===== config.mk =====
export PLATFORM = sky130hd
export DESIGN_NAME = sia_cell
export DESIGN_NICKNAME = d
export VERILOG_FILES = /design/src/rtl/core/sia_pkg.sv /design/src/rtl/core/sia_cell.sv
export SDC_FILE = /design/constraint.sdc
export NUM_CORES = 1
export LEC_CHECK = 0
export ABC_AREA = 1
export BUFFER_PORTS_ARGS = -buffer_cell sky130_fd_sc_hd__buf_2
export CAP_MARGIN = 20
export CORE_MARGIN = 1.5
export CORE_UTILIZATION = 40
export CTS_CLUSTER_DIAMETER = 150
export DETAILED_ROUTE_END_ITERATION = 8
export GPL_ROUTABILITY_DRIVEN = 1
export PLACE_DENSITY = 0.76
export SLEW_MARGIN = 20
export SYNTH_ARGS = -nofsm -noshare
export SYNTH_HDL_FRONTEND = slang
export SYNTH_SLANG_ARGS = --single-unit
export TNS_END_PERCENT = 100

===== constraint.sdc =====
create_clock -name clk -period 6.35 [get_ports clk]
set_clock_uncertainty 0.15 [all_clocks]
set_input_delay 0.635 -clock clk [delete_from_list [all_inputs] [get_ports clk]]
set_output_delay 0.635 -clock clk [all_outputs]
set_load 0.02 [all_outputs]

===== src/rtl/core/sia_pkg.sv =====
`default_nettype none

package sia_pkg;

  localparam int DEPTH_DEF      = 64;
  localparam int WORD_WIDTH_DEF = 32;
  localparam int RD_GROUP       = 8;

  localparam logic [2:0] OP_PUSH   = 3'd0;
  localparam logic [2:0] OP_POP    = 3'd1;
  localparam logic [2:0] OP_INSERT = 3'd2;
  localparam logic [2:0] OP_ERASE  = 3'd3;
  localparam logic [2:0] OP_GET    = 3'd4;

  localparam logic [1:0] ST_OK     = 2'd0;
  localparam logic [1:0] ST_FULL   = 2'd1;
  localparam logic [1:0] ST_EMPTY  = 2'd2;
  localparam logic [1:0] ST_BADIDX = 2'd3;

  typedef struct packed {
    logic [2:0]  opcode;
    logic [5:0]  index;
    logic [31:0] value;
  } in_word_t;

  typedef struct packed {
    logic [31:0] read_value;
    logic [6:0]  count;
    logic [1:0]  status;
  } out_word_t;

  typedef struct packed {
    logic ins;
    logic era;
  } cell_cmd_t;

  typedef enum logic [1:0] {
    S_IDLE,
    S_READ,
    S_EXEC
  } state_t;

endpackage

`default_nettype wire


===== src/rtl/core/sia_cell.sv =====
`default_nettype none

module sia_cell #(
  parameter int WORD_WIDTH = sia_pkg::WORD_WIDTH_DEF,
  parameter int AW         = 6,
  parameter int POS        = 0
) (
  input  wire                   clk,
  input  sia_pkg::cell_cmd_t    cmd,
  input  wire  [AW-1:0]         addr,
  input  wire  [WORD_WIDTH-1:0] din,
  input  wire  [WORD_WIDTH-1:0] left_data,
  input  wire  [WORD_WIDTH-1:0] right_data,
  output logic [WORD_WIDTH-1:0] data,
  output logic [WORD_WIDTH-1:0] rd_data
);

  localparam logic [AW-1:0] MY_POS = AW'(POS);

  logic [WORD_WIDTH-1:0] data_r;
  logic [WORD_WIDTH-1:0] data_nxt;

  always_comb begin
    data_nxt = data_r;
    if (cmd.ins) begin
      if (MY_POS == addr) begin
        data_nxt = din;
      end else if (MY_POS > addr) begin
        data_nxt = left_data;
      end
    end else if (cmd.era) begin
      if (MY_POS >= addr) begin
        data_nxt = right_data;
      end
    end
  end

  always_ff @(posedge clk) begin
    data_r <= data_nxt;
  end

  assign data    = data_r;
  assign rd_data = (MY_POS == addr) ? data_r : '0;

endmodule

`default_nettype wire


==> results of run 1 <==
per-stage QoR:
stage | total power, mW | hold WS, ns
final | 0.462 | 0.488
after global routing | 0.483 | 0.488
after CTS | 0.465 | 0.479
after detailed placement | 0.334 | 0.759
after global placement | 0.333 | 0.759
after floorplan | 0.291 | 0.671
layout make-up:
type	count	area (µm²)	area share, %
Clock buffer	5	68.8	2.12
Inverter	97	364	11.2
Multi-Input combinational cell	198	885	27.3
Sequential cell	32	961	29.7
Tap cell	72	90.1	2.78
Timing Repair Buffer	172	871	26.9
report_power, final:
| part | internal (mW) | leakage [nW] | switching [mW] |
|---|---|---|---|
| Clock | 0.0704 | 0.0359 | 0.0614 |
| Combinational | 0.0412 | 1.76 | 0.0512 |
| Sequential | 0.237 | 0.279 | 0.00101 |
| Total | 0.348 | 2.08 | 0.114 |
cell usage in the layout (no fill, tap or decap), types with 3 or more instances in the layout:
master | netlist | layout
buf_2 | 7 | 168
inv_1 | 96 | 96
nand2_1 | 96 | 96
nor2_1 | 34 | 33
nand4_1 | 32 | 32
nand3_1 | 33 | 32
edfxtp_1 | 32 | 32
clkbuf_8 | 0 | 5
buf_4 | 0 | 4
nor2_2 | 3 | 3
cells by family after synthesis:
| group | after synthesis |
|---|---|
| buffers and inverters | 120 |
| flip-flops | 32 |
| AND/OR/NAND/NOR | 198 |
synthesized netlist by cell type:
master,instances,area (µm²)
inv_1,96,360
nand2_1,96,360
nor2_1,34,128
nand3_1,33,165
edfxtp_1,32,961
nand4_1,32,200
clkbuf_1,13,48.8
buf_2,7,35.0
nor2_2,3,18.8
buf_6,2,22.5
buf_1,1,3.75
inv_2,1,3.75
per-layer routing:
layer | wire length [µm] | vias up
li1 | - | 1369
met1 | 2570 | 1157
met2 | 3180 | 157
met3 | 622 | 7
met4 | 83 | 0
met5 | 0 | -
worst paths after layout:
path                            endpoint      startpoint  slack [ns]  depth (start not counted)
worst max-delay path         rd_data[14]         addr[1]        3.04                          7
worst min-delay path  data[24]$_DFFE_PP_  right_data[24]        0.49                          3
==> out/qor.yml, run 1 <==
timing:
  setup_tns_ns: 0
  post-route-period-util_pct: 52.2
  fin_ws_ns: 3.04
  fmax_ghz: 0.302
  rsz0062_at_grt: "no"
  fin_crit_ns: 3.31
  setup_viol: 0
  final_max_slew_viol_count: 0
  tightestPinTransition_ns: 0.877
  final-hold-violation-count: 0
  worst_slew_margin_rel_pct: 41.4
layout:
  layout-drive-gt1-share_pct: 36.3
  final_cells: 576
  final_util_pct: 58.5
  largest_reg_flops: 32
  fin_nets: 611
  final_design_area_no_fill_um2: 3240
  fillers: 510
  antenna_cells: 0
  syn_to_final_growth_pct: 40.4
job:
  maxCapViolCount: 0
clocking:
  cts_tree: "yes"
  cts.path.max_buffers: 2
  root_buffer: "clkbuf_8"
  clk_pin_slew_ns: 0.06
  cts_buffers: 5
  h-tree-depth: 2
  post_cts_resized: 0
  cts_num_sinks: 32
  post_cts_buffers: 0
  cts-hold-fix-buffers: 0
setup_path:
  cp_top_family: "buffers and inverters"
  startpoint_type: "input pin"
  crit_buf_inv: 4
  crit_path_top_delay_cell: "nand3_2"
  crit_arrival_ns: 2.53
  path_class: "input pin to primary output"
  cp_slowest_stage_delay_ns: 0.58
  worst-path-max-fanout: 33
  path_cells: "buf_2 > nor2_2 > buf_4 > nand3_2 > buf_4 > nor2_1 > buf_2"
  end_kind: "primary output"
  worstPathRequired_ns: 5.56
yosys:
  muxShareOfSynthArea_pct: 0
  ys_seq_area_share_pct: 41.6
  synthAdderAreaFrac_pct: 0
  syn_avg_cell_area_um2: 6.59
  ys_ff_latch: 32
  syn_nets: 455
  ys_types: 12
  yosysWarnings: 0
  synth_xor_area_share_pct: 0
  synth-simple-area-share_pct: 37.8
  synth_area_um2: 2310
  synth-compound-area-share_pct: 0
  synth_top_family_by_area: "simple AND/OR/NAND/NOR gates"
  synthCells: 350
grt:
  grt.overflow.total: 0
  grt_pass1_vias: 2392
  use_met2_pct: 39.1
  grt_most_used_layer: "met2"
  grtUsageMet1_pct: 21.6
  grt_max_degree: 35
  grt_first_pass_wirelength_um: 9930
  met3_usage_pct: 3.91
  grt_use_total_pct: 20.0
  antenna_found_initial: 0
routing:
  firstDrtPassIters: 4
  drcViolationCount: 0
  wl_per_cell_um: 11.2
  vias_per_cell: 4.67
  vias: 2690
  ant_nets: 0
  drt_iter0_drc: 134
  wl_um: 6450
outcome:
  status: "finished clean"
floorplanning:
  core-area_um2: 5540
  num_rows: 27
  io_pins: 169
  dieArea_um2: 6230
  die_x_um: 78.9
  start_util_pct: 41.6
  dieHeight_um: 78.9
hold_path:
  hp-class: "input pin to flip-flop"
pwr:
  ir_drop_mv: 0.0950
  leakage_nw: 2.08
  power_density_nw_per_um2: 143
place:
  placed_area_um2: 3170
  pre_cts_slack_ns: 2.84
  io_buffers: 168
  hpwl_um: 4780
  gp_congestion: 0.812
  dp_cells: 571
No activity file was read; power rests on OpenSTA's default activity.
==> run 2: changes to the inputs <==
--- a/config.mk
+++ b/config.mk
@@ -5,15 +5,15 @@
 export SDC_FILE = /design/constraint.sdc
 export NUM_CORES = 1
 export LEC_CHECK = 0
-export ABC_AREA = 1
+export ABC_AREA = 0
 export BUFFER_PORTS_ARGS = -buffer_cell sky130_fd_sc_hd__buf_2
 export CAP_MARGIN = 20
 export CORE_MARGIN = 1.5
-export CORE_UTILIZATION = 40
+export CORE_UTILIZATION = 39
 export CTS_CLUSTER_DIAMETER = 150
 export DETAILED_ROUTE_END_ITERATION = 8
 export GPL_ROUTABILITY_DRIVEN = 1
-export PLACE_DENSITY = 0.76
+export PLACE_DENSITY = 0.78
 export SLEW_MARGIN = 20
 export SYNTH_ARGS = -nofsm -noshare
 export SYNTH_HDL_FRONTEND = slang
==> constraint.sdc (replaced) <==
create_clock -name clk -period 3.2 [get_ports clk]
set_clock_uncertainty 0.15 [all_clocks]
set_input_delay 0.32 -clock clk [delete_from_list [all_inputs] [get_ports clk]]
set_output_delay 0.32 -clock clk [all_outputs]
set_load 0.02 [all_outputs]
==> run 2 against run 1 <==
Against the previous run:
- power grew 97%
- final area shrank 9.8%
- critical path depth shrank 3
- wire length shrank 9.9%
- die area shrank 8.3%
- synthesized cell count shrank 36%
- clock-buffer cell count grew 1
- first-iteration DRC count grew 3.0%
- largest power group unchanged
- highest routed layer unchanged
==> out/qor.yml, run 2 <==
layout:
  antenna_cells: 0
  layout_common_cells: "buf_2 (168), nor2_1 (33)"
  layout-drive-gt1-share_pct: 48.8
  fin_nets: 484
  final_common_cell: "buf_2"
  largest_reg_flops: 32
  final_design_area_no_fill_um2: 2920
  syn_to_final_growth_pct: 42.2
outcome:
  status: "finished clean"
yosys:
  async_flop_share_pct: 0
  synthCells: 223
  synth_ff_type: "edfxtp_1"
  synthDominantCellAreaShare_pct: 46.7
  yosys-top-cells-area: "edfxtp_1 (47%), a31oi_1 (9.7%), and3_1 (9.7%)"
  ys_seq_area_share_pct: 46.7
  ys_types: 21
  syn_avg_cell_area_um2: 9.22
  ys_ff_latch: 32
  synth_area_um2: 2060
  yosysWarnings: 0
  yosysTopAreaCell: "edfxtp_1"
  yosysMostFrequentCell: "nor2_1"
  synth_edf_count: 32
  syn_nets: 328
  ys_top_cells_by_count: "nor2_1 (34), a31oi_1 (32), and3_1 (32), edfxtp_1 (32), nand3_1 (32)"
clocking:
  cts.path.max_buffers: 2
  h-tree-depth: 2
  post_cts_buffers: 0
  cts_tree: "yes"
  root_buffer: "clkbuf_8"
  post_cts_resized: 0
  clk_pin_slew_ns: 0.06
  cts-hold-fix-buffers: 0
  cts_buffers: 5
  cts_num_sinks: 32
routing:
  vias: 2322
  drt_iter0_drc: 138
  wl_um: 5810
  wl_per_cell_um: 12.9
  ant_nets: 0
  drcViolationCount: 0
  vias_per_cell: 5.17
  firstDrtPassIters: 5
floorplanning:
  core-area_um2: 5110
  die_x_um: 75.6
  io_pins: 169
  start_util_pct: 40.2
  num_rows: 26
  dieHeight_um: 75.6
  dieArea_um2: 5720
setup_path:
  crit_path_top_delay_cell: "or4_4"
  startpoint_type: "input pin"
  worst-path-max-fanout: 33
  path_class: "input pin to flip-flop"
  crit_arrival_ns: 1.93
  worstPathRequired_ns: 3.02
  cp_slowest_stage_delay_ns: 0.71
  path_cells: "buf_2 > or4_4 > nor3_4 > buf_4"
  end_kind: "flip-flop"
pwr:
  power_mw: 0.909
  power_density_nw_per_um2: 311
  leakage_nw: 1.44
  ir_drop_mv: 0.187
timing:
  tightestPinTransition_ns: 0.584
  setup_viol: 0
  fin_crit_ns: 2.10
  worst_slew_margin_rel_pct: 61.0
  fin_ws_ns: 1.10
  fmax_ghz: 0.476
  setup_tns_ns: 0
  post-route-period-util_pct: 65.7
  final_max_slew_viol_count: 0
  final-hold-violation-count: 0
  rsz0062_at_grt: "no"
grt:
  grt_first_pass_wirelength_um: 8270
  grt.overflow.total: 0
  grt_pass1_vias: 1917
  grt_use_total_pct: 19.1
  antenna_found_initial: 0
  grt_max_degree: 65
hold_path:
  hp-start: "right_data[13]"
  hold_end: "data[13]$_DFFE_PP_"
  hp-class: "input pin to flip-flop"
  whs_path_depth: 3
job:
  maxCapViolCount: 0
place:
  placed_area_um2: 2850
  hpwl_um: 4350
  pre_cts_slack_ns: 0.809
  gp_congestion: 0.751
  io_buffers: 168
run 2: cell families after synthesis:
logic type | synth area share, %
AOI/OAI and AO/OA | 17.5
buffers and inverters | 9.86
DFF | 46.7
and+or+nand+nor | 25.9
run 2: power breakdown:
part	internal, mW	total [mW]	switching, mW
clock	0.147	0.274	0.127
sequential	0.469	0.471	0.00182
combinational	0.0756	0.163	0.0876
run 2: worst max path at each step:
stage,slack [ns],cells after the start,startpoint,to
floorplan,0.28,3,addr[3],data[0]$_DFFE_PP_
global placement,0.82,4,addr[3],data[31]$_DFFE_PP_
detailed placement,0.81,4,addr[3],data[30]$_DFFE_PP_
CTS,1.10,4,addr[3],data[31]$_DFFE_PP_
global route,1.01,4,addr[3],data[5]$_DFFE_PP_
finish,1.10,4,addr[3],data[23]$_DFFE_PP_
run 2: final cells by class:
class	count	area, µm²
tap	70	87.6
timing repair buffer	174	886
clock inverter	1	5.00
multi-input combinational	166	911
sequential	32	961
clock buffer	6	72.6
fill	488	2180
run 2: worst max-delay path: cells and delay by family:
kind / cells / cell delay, ns
buffers and inverters: 2 / 0.41
and+or+nand+nor: 2 / 1.18
run 2: stage by stage:
step           instances  utilization [%]  hold WS (ns)
2_1_floorplan        223                -         0.419
3_3_place_gp         442             55.7         0.512
3_5_place_dp         442             55.7         0.520
4_1_cts              449             57.2         0.232
5_1_grt              449             57.2         0.242
6_report             449             57.2         0.243
run 2: routing by layer:
layer,global-route usage [%],wire length (µm)
met3,4.50,416
met2,35.0,3020
met4,6.75,91
met5,0,0
met1,21.6,2290
==> run 3: changes to the inputs <==
==> constraint.sdc (replaced) <==
create_clock -name clk -period 2 [get_ports clk]
set_clock_uncertainty 0.15 [all_clocks]
set_input_delay 0.2 -clock clk [delete_from_list [all_inputs] [get_ports clk]]
set_output_delay 0.2 -clock clk [all_outputs]
set_load 0.02 [all_outputs]
==> run 3 against run 2 <==
Against the previous run:
- power is 80% higher
- worst setup slack got worse by 0.75 ns
- critical path depth up 1
- die area stayed put
- non-clock buffer count is 3 higher
- cell count is 0.89% higher
==> out/qor.yml, run 3 (same netlist as run 2, synthesis figures left out) <==
clocking:
  cts.path.max_buffers: 2
  cts_num_sinks: 32
  clk_pin_slew_ns: 0.07
  cts_tree: "yes"
  root_buffer: "clkbuf_8"
  cts_buffers: 5
  cts-hold-fix-buffers: 0
  post_cts_buffers: 0
  post_cts_resized: 0
  h-tree-depth: 2
layout:
  final_common_cell: "buf_2"
  syn_to_final_growth_pct: 46.1
  layout_common_cells: "buf_2 (168), nor2_1 (33)"
  fillers: 478
  fin_nets: 487
  final_cells: 453
  layout-drive-gt1-share_pct: 49.6
  largest_reg_flops: 32
  final_design_area_no_fill_um2: 3000
  antenna_cells: 0
setup_path:
  path_cells: "buf_2 > nor4_4 > buf_4 > and3_1 > buf_2"
  worst-path-max-fanout: 33
  end_kind: "primary output"
  crit_path_top_delay_cell: "buf_4"
  crit_buf_inv: 3
  cp.depth: 5
  cpMostUsedCell: "buf_2"
  cp_slowest_stage_delay_ns: 0.33
  crit_arrival_ns: 1.30
  worstPathRequired_ns: 1.65
  crit_start: "addr[3]"
  path_class: "input pin to primary output"
  cp_top_family: "buffers and inverters"
  startpoint_type: "input pin"
  cp-endpoint: "rd_data[24]"
timing:
  fin_ws_ns: 0.350
  final-hold-violation-count: 0
  final_max_slew_viol_count: 0
  tightestPinTransition_ns: 0.312
  worst_slew_margin_rel_pct: 79.2
  fmax_ghz: 0.606
  whs_ns: 0.109
  post-route-period-util_pct: 82.5
  setup_viol: 0
  fin_crit_ns: 1.65
  rsz0062_at_grt: "no"
floorplanning:
  io_pins: 169
  dieHeight_um: 75.6
  die_x_um: 75.6
  core-area_um2: 5110
  start_util_pct: 40.2
  dieArea_um2: 5720
  num_rows: 26
grt:
  grt_use_total_pct: 20.6
  grt_first_pass_wirelength_um: 8980
  antenna_found_initial: 0
  grt_max_degree: 65
  grt.overflow.total: 0
  grt_pass1_vias: 2023
routing:
  vias: 2396
  wl_um: 6150
  vias_per_cell: 5.29
  drcViolationCount: 0
  ant_nets: 0
  wl_per_cell_um: 13.6
  drt_iter0_drc: 113
  firstDrtPassIters: 4
place:
  pre_cts_slack_ns: 0.150
  dp_cells: 445
  placed_area_um2: 2890
  hpwl_um: 4510
  gp_congestion: 0.755
  io_buffers: 168
pwr:
  ir_drop_mv: 0.275
  leakage_nw: 1.48
  power_mw: 1.64
  power_density_nw_per_um2: 546
outcome:
  status: "finished clean"
job:
  maxCapViolCount: 0
hold_path:
  hp-class: "input pin to flip-flop"
-- run 3: power breakdown --
group	internal, mW	total [mW]	leakage [nW]	switching [mW]
registers	0.750	0.753	0.298	0.00271
logic	0.128	0.270	1.12	0.142
clock network	0.368	0.617	0.0541	0.249
total	1.25	1.64	1.48	0.394
-- run 3: per-layer routing --
metal | track usage (%) | vias up | share of wire [%]
met5 | 0 | - | 0
met4 | 6.94 | 0 | 1.4
met3 | 3.84 | 10 | 6.6
met2 | 36.7 | 123 | 52
met1 | 24.8 | 1103 | 40
li1 | - | 1160 | -
-- run 3: worst min path at each step --
stage | from | end | slack, ns | cells past startpoint
floorplan | right_data[10] | data[10]$_DFFE_PP_ | 0.30 | 2
global placement | right_data[14] | data[14]$_DFFE_PP_ | 0.39 | 3
detailed placement | right_data[20] | data[20]$_DFFE_PP_ | 0.40 | 3
CTS | right_data[11] | data[11]$_DFFE_PP_ | 0.1 | 3
global route | right_data[9] | data[9]$_DFFE_PP_ | 0.11 | 3
finish | right_data[5] | data[5]$_DFFE_PP_ | 0.11 | 3
-- run 3: stage by stage --
| stage | TNS, ns | utilization (%) |
|---|---|---|
| after floorplan | -9.82 | - |
| after global placement | 0 | 56.6 |
| after detailed placement | 0 | 56.6 |
| after CTS | 0 | 58.8 |
| after global routing | 0 | 58.8 |
| final | 0 | 58.8 |
-- run 3: layout make-up --
cell class	instances	area (µm²)	share of cell area, %
clock inverter	3	42.5	1.42
timing repair buffer	177	933	31.1
multi-input combinational	166	911	30.3
sequential	32	961	32.0
clock buffer	5	68.8	2.29
tap	70	87.6	2.92
-- run 3: worst min-delay path, cell delays in order --
cell	delay, ns
buf_2	0.08
nor2_1	0.03
a31oi_1	0.12
